<file path="src/hdl/cmeq_pkg.sv">
// Shared types, constants and trigonometry tables of the cube-map to
// equirectangular sampler. No dependencies.
package cmeq_pkg;

   localparam int FACE_W     = 64;
   localparam int FACE_H     = 64;
   localparam int FACE_CNT   = 6;
   localparam int NCOL       = 4 * FACE_W - 1;
   localparam int NROW       = 3 * FACE_H - 1;
   localparam int FACE_WORDS = FACE_CNT * FACE_W * FACE_H;
   localparam int TEX_AW     = $clog2(FACE_WORDS);
   localparam int XW         = $clog2(FACE_W);
   localparam int YW         = $clog2(FACE_H);
   localparam int LON_N      = NCOL + 1;
   localparam int LAT_N      = NROW + 1;
   localparam int LON_AW     = $clog2(LON_N);
   localparam int LAT_AW     = $clog2(LAT_N);
   localparam int SPAN_W     = FACE_W - 1;
   localparam int SPAN_H     = FACE_H - 1;
   localparam int SPAN_MAX   = (SPAN_W > SPAN_H) ? SPAN_W : SPAN_H;
   localparam int QW         = $clog2(SPAN_MAX * 256 + 1);
   localparam int NUM_W      = 17;
   localparam int DVD_W      = NUM_W + QW;
   localparam int REQ_DEPTH  = 4;
   localparam int RSP_DEPTH  = 4;

   localparam logic REQ_LOAD   = 1'b0;
   localparam logic REQ_SAMPLE = 1'b1;

   localparam logic [2:0] FACE_RIGHT  = 3'd0;
   localparam logic [2:0] FACE_LEFT   = 3'd1;
   localparam logic [2:0] FACE_BOTTOM = 3'd2;
   localparam logic [2:0] FACE_TOP    = 3'd3;
   localparam logic [2:0] FACE_FRONT  = 3'd4;
   localparam logic [2:0] FACE_BACK   = 3'd5;

   typedef struct packed {
      logic       req_type;
      logic [2:0] face_index;
      logic [5:0] tex_col;
      logic [5:0] tex_row;
      logic [7:0] load_red;
      logic [7:0] load_green;
      logic [7:0] load_blue;
      logic [7:0] pix_col;
      logic [7:0] pix_row;
   } cmeq_req_type;

   typedef struct packed {
      logic [7:0] out_red;
      logic [7:0] out_green;
      logic [7:0] out_blue;
      logic [2:0] face_used;
   } cmeq_rsp_type;

   typedef struct packed {
      logic              is_sample;
      logic              wr_ok;
      logic [TEX_AW-1:0] addr;
      logic [23:0]       rgb;
   } cmeq_tag_type;

   typedef struct packed {
      cmeq_tag_type      tag;
      logic [LON_AW-1:0] col;
      logic [LAT_AW-1:0] row;
   } cmeq_item_type;

   typedef struct packed {
      cmeq_tag_type  tag;
      logic [2:0]    face;
      logic [QW-1:0] cu;
      logic [QW-1:0] cv;
   } cmeq_job_type;

   typedef enum logic [2:0] {
      FS_IDLE,
      FS_WR,
      FS_RD0,
      FS_RD1,
      FS_RD2,
      FS_RD3
   } cmeq_fetch_state_type;

   typedef logic signed [15:0] cmeq_q15_type;
   typedef cmeq_q15_type cmeq_lon_tab_type [LON_N];
   typedef cmeq_q15_type cmeq_lat_tab_type [LAT_N];

   // Quarter-wave polynomial, t in Q14, products truncated by 14 bits.
   function automatic int unsigned quarter_sin(int unsigned t);
      int unsigned t2;
      int unsigned inner;
      int unsigned mid;
      int unsigned r;
      t2    = (t * t) >> 14;
      inner = 21167 - ((t2 * 2611) >> 14);
      mid   = 51472 - ((t2 * inner) >> 14);
      r     = (t * mid) >> 14;
      return (r > 32767) ? 32767 : r;
   endfunction

   function automatic int sin_q15(int unsigned phase);
      int unsigned p;
      int unsigned r;
      int          s;
      p = phase & 32'hFFFF;
      r = p & 32'h3FFF;
      s = int'(p[14] ? quarter_sin(16384 - r) : quarter_sin(r));
      return p[15] ? -s : s;
   endfunction

   function automatic cmeq_lon_tab_type build_lon(bit cosine);
      cmeq_lon_tab_type tab;
      longint unsigned  ph;
      for (int c = 0; c < LON_N; c++) begin
         ph = ((longint'(c) << 16) + NCOL / 2) / NCOL;
         tab[c] = 16'(sin_q15(32'(ph & 64'hFFFF) + (cosine ? 32'd16384 : 32'd0)));
      end
      return tab;
   endfunction

   function automatic cmeq_lat_tab_type build_lat(bit cosine);
      cmeq_lat_tab_type tab;
      longint unsigned  ph;
      for (int r = 0; r < LAT_N; r++) begin
         ph = ((longint'(NROW - r) << 15) + NROW / 2) / NROW;
         tab[r] = 16'(sin_q15(32'(ph) + (cosine ? 32'd16384 : 32'd0)));
      end
      return tab;
   endfunction

   localparam cmeq_lon_tab_type LON_SIN = build_lon(1'b0);
   localparam cmeq_lon_tab_type LON_COS = build_lon(1'b1);
   localparam cmeq_lat_tab_type LAT_SIN = build_lat(1'b0);
   localparam cmeq_lat_tab_type LAT_COS = build_lat(1'b1);

endpackage

</file>
<file path="src/hdl/cmeq_front.sv">
// Front end: accepts request beats, classifies them and holds them in a
// short queue for the back end. Depends on cmeq_pkg.
module cmeq_front import cmeq_pkg::*; (
   input  logic          clock,
   input  logic          reset,
   input  logic          push,
   output logic          full,
   input  cmeq_req_type  req_data,
   output logic          item_vld,
   input  logic          item_pop,
   output cmeq_item_type item
);

   localparam int PW = $clog2(REQ_DEPTH);
   localparam int CW = $clog2(REQ_DEPTH + 1);

   cmeq_item_type q_ff [REQ_DEPTH];
   logic [PW-1:0] wp_ff, rp_ff;
   logic [CW-1:0] cnt_ff;
   cmeq_item_type cls;
   logic          do_push, do_pop;

   always_comb begin
      cls.tag.is_sample = req_data.req_type == REQ_SAMPLE;
      cls.tag.wr_ok     = (req_data.face_index < 3'(FACE_CNT)) &&
                          (32'(req_data.tex_col) < FACE_W) &&
                          (32'(req_data.tex_row) < FACE_H);
      cls.tag.addr      = TEX_AW'(req_data.face_index) * TEX_AW'(FACE_W * FACE_H) +
                          TEX_AW'(req_data.tex_row) * TEX_AW'(FACE_W) +
                          TEX_AW'(req_data.tex_col);
      cls.tag.rgb       = {req_data.load_red, req_data.load_green, req_data.load_blue};
      cls.col = (32'(req_data.pix_col) > NCOL) ? LON_AW'(NCOL) : LON_AW'(req_data.pix_col);
      cls.row = (32'(req_data.pix_row) > NROW) ? LAT_AW'(NROW) : LAT_AW'(req_data.pix_row);
   end

   assign full     = cnt_ff == CW'(REQ_DEPTH);
   assign item_vld = cnt_ff != '0;
   assign item     = q_ff[rp_ff];
   assign do_push  = push && !full;
   assign do_pop   = item_pop && item_vld;

   always_ff @(posedge clock) begin
      if (reset) begin
         wp_ff  <= '0;
         rp_ff  <= '0;
         cnt_ff <= '0;
      end else begin
         if (do_push) wp_ff <= wp_ff + 1'b1;
         if (do_pop)  rp_ff <= rp_ff + 1'b1;
         cnt_ff <= cnt_ff + CW'(do_push) - CW'(do_pop);
      end
      if (do_push) q_ff[wp_ff] <= cls;
   end

endmodule

</file>
<file path="config.mk">
export PLATFORM = sky130hd
export DESIGN_NAME = cmeq_front
export DESIGN_NICKNAME = d
export VERILOG_FILES = /design/src/hdl/cmeq_pkg.sv /design/src/hdl/cmeq_front.sv
export SDC_FILE = /design/constraint.sdc
export NUM_CORES = 1
export LEC_CHECK = 0
export BUFFER_PORTS_ARGS = -buffer_cell sky130_fd_sc_hd__buf_2
export CORE_MARGIN = 2
export CORE_UTILIZATION = 40
export DETAILED_ROUTE_END_ITERATION = 8
export GPL_TIMING_DRIVEN = 0
export MAX_ROUTING_LAYER = met4
export PLACE_DENSITY = 0.67
export SYNTH_ARGS = -nofsm -noshare
export SYNTH_HDL_FRONTEND = slang
export SYNTH_SLANG_ARGS = --single-unit
</file>
<file path="constraint.sdc">
create_clock -name clock -period 3.7 [get_ports clock]
set_clock_uncertainty 0.15 [all_clocks]
set_input_delay 0.555 -clock clock [delete_from_list [all_inputs] [get_ports clock]]
set_output_delay 0.555 -clock clock [all_outputs]
set_load 0.02 [all_outputs]
</file>
==> impl_metrics.csv, run 1 <==
group,metric,value,unit
timing,max_freq,361,MHz
outcome,outcome,"complete, no violations",
place,dpl_worst_slack,0.977,ns
critical_path,timing.critical_path.buf_inv,3,
place,hpwl,9310,um
finish,insertedDiodeCount,0,
pwr,clkPwrFrac,30.8,%
logic_synthesis,synth_enable_flop_cells,228,
pwr,vdd_ir_drop_max,0.419,mV
finish,final_core_util,48.5,%
pwr,powerDensity,719,nW/um^2
pwr,sw_frac_of_total,27.9,%
logic_synthesis,synth_cell_types,25,
clock_network,clk_latency,0.50,ns
logic_synthesis,ys_seq_area_share,80.4,%
timing,worstMarginPinSlew,0.953,ns
critical_path,crit_path_cell_trace,"buf_2 -> buf_2 -> mux4_2 -> buf_2",
pwr,p_int,5.44,mW
timing,finalCritPeriodShare,74.8,%
critical_path,critPathSlowestCell,"mux4_2",
hold_path,min_path_type,"primary input to flip-flop",
timing,fin_crit,2.77,ns
pwr,combPwrFrac,24.9,%
logic_synthesis,yosys_warnings,0,
global_routing,grt_pass1_vias,4395,
floorplan,initial_core_util,40.4,%
critical_path,cp_slowest_stage_delay,0.37,ns
logic_synthesis,syn-instance-count,356,
pwr,total_power,7.54,mW
finish,multiInputGateArea,1610,um^2
route,drc,0,
timing,max_slew_margin,36.5,%
finish,regArea,7030,um^2
timing,finalSetupViolations,0,
route,first_pass_iters,4,
route,wl,15400,um
floorplan,die_area,23100,um^2
floorplan,die_w,152,um
floorplan,core.rowCount,54,
timing,hold_violations,0,
floorplan,chipHeight,152,um
pwr,p_leak,3.54,nW
flow_run,drv_cap,0,
floorplan,pin_count,119,
finish,fillCellCount,1794,
clock_network,cts_max_level,1,
route,drtIter0Drc,166,
global_routing,grtUsageTotal,13.9,%
critical_path,crit_path_start_kind,"flip-flop",
clock_network,clock-sinks,237,
clock_network,numCtsBuffers,25,
critical_path,crit_top_cell,"buf_2",
clock_network,clk_path_buf_depth,3,
global_routing,grt_max_degree,58,
route,vias,3942,
pwr,seqPwrFrac,44.3,%
logic_synthesis,synthFlopType,"edfxtp_1",
pwr,p_sw,2.11,mW
finish,final_cell_area,10500,um^2
logic_synthesis,syn-num-nets,423,
timing,rsz0062_at_grt,"no",
place,place.port_buffers,117,
global_routing,grt_pass1_wl,24300,um
clock_network,clkTransAtPathRegs,0.06,ns
timing,slew_viol_final,0,
logic_synthesis,synth_area,8740,um^2
logic_synthesis,async_flop_share,0,%
critical_path,worst-path-max-fanout,10,
floorplan,core_area,21600,um^2
timing,worst_slack,0.933,ns
clock_network,cts-resized-gates,0,
clock_network,hold_buffers,0,
logic_synthesis,synth-seq-cells,237,
place,place_congestion,0.749,
critical_path,arrival,2.06,ns
clock_network,cts_setup_buffers,0,
finish,final_layout_size_suffix_gt1_share,43.2,%
finish,area_growth,20.0,%
finish,nets,569,
critical_path,cp.required,2.99,ns
logic_synthesis,syn_area_per_cell,24.6,um^2
critical_path,path_delay_family,"buffers and inverters",
clock_network,root_buffer,"clkbuf_16",
place,place_area,9730,um^2
route,ant_nets,0,
global_routing,antenna_found_initial,0,
critical_path,crit_path_end_kind,"output port",
route,viasPerCell,4.93,
clock_network,cts_tree,"built",
global_routing,grt-ovfl-total,0,
critical_path,path_class,"flip-flop to output port",
route,wl_per_cell,19.3,um
cell type report:
class | instances | share of cell area [%]
multi-input cells | 99 | 15.3
flip-flops and latches | 237 | 67.0
well taps | 280 | 3.34
inverters | 6 | 0.215
clock inverters | 14 | 1.13
plain buffers | 14 | 0.906
repair buffers | 119 | 5.96
clock buffers | 30 | 6.14
synthesized netlist by cell type, types with 2 or more instances:
| cell | number | area [um^2] |
|---|---|---|
| ha_1 | 6 | 75.1 |
| or3_1 | 2 | 12.5 |
| nor2_1 | 6 | 22.5 |
| clkbuf_1 | 4 | 15.0 |
| nand2_1 | 2 | 7.51 |
| mux4_2 | 57 | 1280 |
| xor2_1 | 2 | 17.5 |
| buf_6 | 4 | 45.0 |
| buf_2 | 4 | 20.0 |
| buf_4 | 2 | 15.0 |
| nor2b_1 | 2 | 12.5 |
| nand2b_1 | 8 | 50.1 |
| and2_1 | 5 | 31.3 |
| inv_1 | 6 | 22.5 |
| edfxtp_1 | 228 | 6850 |
| dfxtp_1 | 9 | 180 |
state kept, by name (all words and copies together) (netlist names), named ones only:
| register | count |
|---|---|
| wp_ff | 2 |
| cnt_ff | 3 |
| rp_ff | 2 |
| q_ff | 228 |
kinds of logic after synthesis:
group	after synthesis	share of synthesized area, %
multiplexers	58	14.8
AND/OR/NAND/NOR	27	1.76
adder cells (fa/ha/maj)	7	1.09
flip-flops	237	80.4
AO/OA/AOI/OAI	4	0.315
buffers and inverters	20	1.35
XOR/XNOR	3	0.301
worst register-to-register path: cells and delay by family (launching register included):
kind,cells,cell delay [ns]
adders and majority gates,3,0.81
DFF,1,0.46
and+or+nand+nor,4,0.76
buffers and inverters,3,0.19
xor gates and xnor gates,1,0.16
final timing paths:
kind                 end  cells past startpoint  slack (ns)    startpoint
max reg2reg    cnt_ff[2]                     11        1.10     cnt_ff[1]
min reg2reg     wp_ff[1]                      2        0.39      wp_ff[1]
max             item[44]                      4        0.93     flip-flop
min          q_ff[1][17]                      1        0.11  req_data[17]
per-stage QoR:
stage,setup TNS [ns],cells,hold slack [ns]
floorplan,0,356,0.332
global placement,-68.92,753,0.341
CTS,0,799,0.0855
finish,0,799,0.110
global route,0,799,0.0977
detailed placement,0,755,0.371
power by group through the flow:
| stage | sequential (mW) | clock (mW) | combinational [mW] |
|---|---|---|---|
| global route | 3.37 | 2.50 | 2.03 |
| floorplan | 3.38 | 0 | 1.33 |
| detailed placement | 3.40 | 0 | 1.93 |
| global placement | 3.41 | 0 | 1.87 |
| finish | 3.34 | 2.33 | 1.88 |
| CTS | 3.35 | 2.40 | 1.93 |
routing by layer:
metal | part of all wire [%] | vias to the layer above | track usage (%)
met2 | 50 | 106 | 22.9
met3 | 4.8 | 27 | 2.68
met4 | 2.2 | 0 | 4.05
li1 | - | 1788 | -
met5 | 0 | - | -
met1 | 43 | 2021 | 17.9
placed cells by master (no fill, tap or decap), types with 4 or more instances in the layout:
cell type  synthesis  layout
clkinv_1           0       6
clkbuf_1           4       9
clkinv_2           0       5
ha_1               6       6
buf_2              4     121
nand2b_1           8       8
nor2_1             6       6
clkbuf_16          0      25
dfxtp_1            9       9
edfxtp_1         228     228
mux4_2            57      57
inv_1              6       6
buf_6              4       4
and2_4             0       4
Power figures use the tool's default switching activity.
==> inputs of run 2 (changes only) <==
ABC_AREA = 1   (was unset)
PLACE_DENSITY = 0.69   (was 0.67)
clock period = 2.4 ns   (was 3.7 ns; I/O delays follow)
==> run 2 against run 1 <==
Global-route usage grew 2.9 points. Worst hold slack worse by 0.069 ns. Sequential cell count unchanged. Final cell count grew 42%. Design area increased by 11%. Via count up 44%. Power is 66% higher.
==> impl_metrics.csv, run 2 <==
group,metric,value,unit
outcome,outcome,"complete, no violations",
floorplan,die_area,23600,um^2
route,first_pass_iters,5,
logic_synthesis,synth-seq-cells,237,
finish,final_common_cell,"edfxtp_1",
timing,max_freq,426,MHz
global_routing,grt_pass1_wl,30200,um
floorplan,chipHeight,154,um
finish,fillCellCount,1824,
logic_synthesis,synth_commonest_cells,"228 x edfxtp_1, 128 x nor2_1, 107 x o21ai_0",
place,hpwl,12300,um
timing,max_slew_margin,68.2,%
pwr,powerDensity,1070,nW/um^2
logic_synthesis,async_flop_share,0,%
route,wl_per_cell,17.6,um
finish,multiInputGateArea,1740,um^2
timing,fin_crit,2.35,ns
floorplan,core_area,21900,um^2
clock_network,cts_setup_buffers,0,
timing,hold_violations,0,
finish,nets,903,
critical_path,crit_path_start_kind,"flip-flop",
floorplan,core.rowCount,54,
critical_path,rrSetupSlack,0.12,ns
logic_synthesis,synthFlopType,"edfxtp_1",
global_routing,grtUsageTotal,16.9,%
global_routing,antenna_found_initial,1,
pwr,total_power,12.5,mW
route,viasPerCell,5.01,
pwr,p_leak,4.26,nW
clock_network,clk_latency,0.50,ns
global_routing,grt-ovfl-total,0,
hold_path,min_path_type,"primary input to flip-flop",
logic_synthesis,synth_area,8960,um^2
logic_synthesis,synth_most_common_cell,"edfxtp_1",
route,drc,0,
logic_synthesis,synth_cell_types,18,
critical_path,path_class,"flip-flop to output port",
place,place.port_buffers,118,
finish,area_growth,30.3,%
timing,worstMarginPinSlew,0.476,ns
clock_network,numCtsBuffers,24,
logic_synthesis,synth_top_cell_area_share,76.4,%
floorplan,pin_count,119,
global_routing,grt_pass1_vias,5585,
timing,finalSetupViolations,0,
finish,final_layout_size_suffix_gt1_share,26.2,%
global_routing,grt_max_degree,28,
clock_network,clk_path_buf_depth,3,
finish,top_regs,"q_ff x228, cnt_ff x3",
finish,mostFrequentLayoutCells,"228 x edfxtp_1, 123 x nor2_1, 105 x o21ai_0",
critical_path,arrival,1.84,ns
place,place_area,10100,um^2
critical_path,cp.required,1.89,ns
critical_path,crit_path_end_kind,"output port",
logic_synthesis,syn-instance-count,634,
clock_network,root_buffer,"clkbuf_16",
logic_synthesis,ys_seq_area_share,78.4,%
clock_network,cts_tree,"built",
route,wl,19900,um
floorplan,initial_core_util,40.9,%
timing,rsz0062_at_grt,"yes",
logic_synthesis,synth_enable_flop_cells,228,
finish,regArea,7030,um^2
route,ant_nets,0,
logic_synthesis,yosys_warnings,0,
route,vias,5673,
clock_network,clkTransAtPathRegs,0.06,ns
finish,final_cell_area,11700,um^2
finish,largest_reg_flops,228,
place,place_congestion,0.725,
finish,largest_register,"q_ff",
clock_network,clock-sinks,237,
route,drtIter0Drc,313,
pwr,vdd_ir_drop_max,0.708,mV
logic_synthesis,syn-num-nets,701,
logic_synthesis,netlist.top_cell.by_area,"edfxtp_1",
clock_network,cts_max_level,1,
flow_run,drv_cap,0,
timing,finalCritPeriodShare,97.8,%
logic_synthesis,syn_area_per_cell,14.1,um^2
logic_synthesis,synth.area.top_cells,"edfxtp_1 76%, o21ai_0 6.0%, nor2_1 5.4%",
critical_path,worst-path-max-fanout,10,
timing,slew_viol_final,0,
floorplan,die_w,154,um
==> run 2: cell count changes after synthesis, sizes merged, moves of 18 or more <==
| cell | before | now |
|---|---|---|
| o22ai | 0 | 57 |
| nand2 | 2 | 20 |
| inv | 6 | 24 |
| mux4 | 57 | 0 |
| o21ai | 1 | 115 |
| nor2 | 6 | 128 |
==> run 2: final timing paths <==
check                to        start  depth (start not counted)
max            item[16]    flip-flop                          6
min          q_ff[3][5]  req_data[5]                          3
max reg2reg   cnt_ff[2]    cnt_ff[1]                         10
min reg2reg    rp_ff[0]     rp_ff[0]                          2
==> run 2: cell families (layout without fill, tap and decap cells) <==
kind of cell	after synthesis	in the layout	share of synthesized area (%)
AO/OA/AOI/OAI	178	178	10.8
adder cells (fa/ha/maj)	7	7	1.06
buffers and inverters	61	279	3.39
flip-flops	237	237	78.4
other	0	1	0
AND/OR/NAND/NOR	151	151	6.37
==> run 2: critical path, cell delays in order, from the launching register on <==
cell and delay [ns]:
dfxtp_4 0.39, inv_4 0.12, buf_8 0.16, buf_6 0.16, nor2_1 0.05, o22ai_1 0.24
buf_4 0.20
==> run 2: report_power, final <==
group          switching, mW  total [mW]  internal (mW)
sequential             0.131        5.17           5.04
combinational           2.20        3.37           1.17
clock                   1.48        3.97           2.49
total                   3.81        12.5           8.71
==> run 2: per-stage QoR <==
stage | std cells | setup TNS, ns | worst slack [ns] | utilization (%) | hold slack [ns]
CTS | 1132 | -0.0113 | -0.0113 | 52.8 | 0.0137
floorplan | 634 | -99.13 | -0.435 | - | 0.277
global placement | 1032 | -380.30 | -1.73 | 45.3 | 0.315
detailed placement | 1040 | -0.0569 | -0.0569 | 46.2 | 0.337
global route | 1133 | -0.0369 | -0.0193 | 53.3 | 0.0431
finish | 1133 | 0 | 0.0520 | 53.3 | 0.0406
==> run 2: what timing repair did <==
item                       in CTS  in global routing
gates cloned                    0                  0
hold endpoints to repair      195                  0
setup endpoints to repair      58                 38
hold buffers                   50                  0
pin swaps                       0                  1
resized for setup              40                 36
==> run 2: per-layer routing <==
metal	up-vias	routed length [um]	part of all wire, %	track usage, %
met5	-	0	0	-
met4	0	386	1.9	4.11
met3	28	1360	6.8	2.99
met2	182	9600	48	27.7
met1	2710	8550	43	22.0
li1	2753	-	-	-
==> run 2: cell type report <==
cell class / instances / area share [%]
clock buffers: 29 / 5.66
inverters: 24 / 0.793
repair buffers: 176 / 11.3
clock inverters: 13 / 1.70
diodes: 1 / 0.0214
multi-input cells: 336 / 14.9
plain buffers: 37 / 2.41
flip-flops and latches: 237 / 60.2
well taps: 280 / 3.00
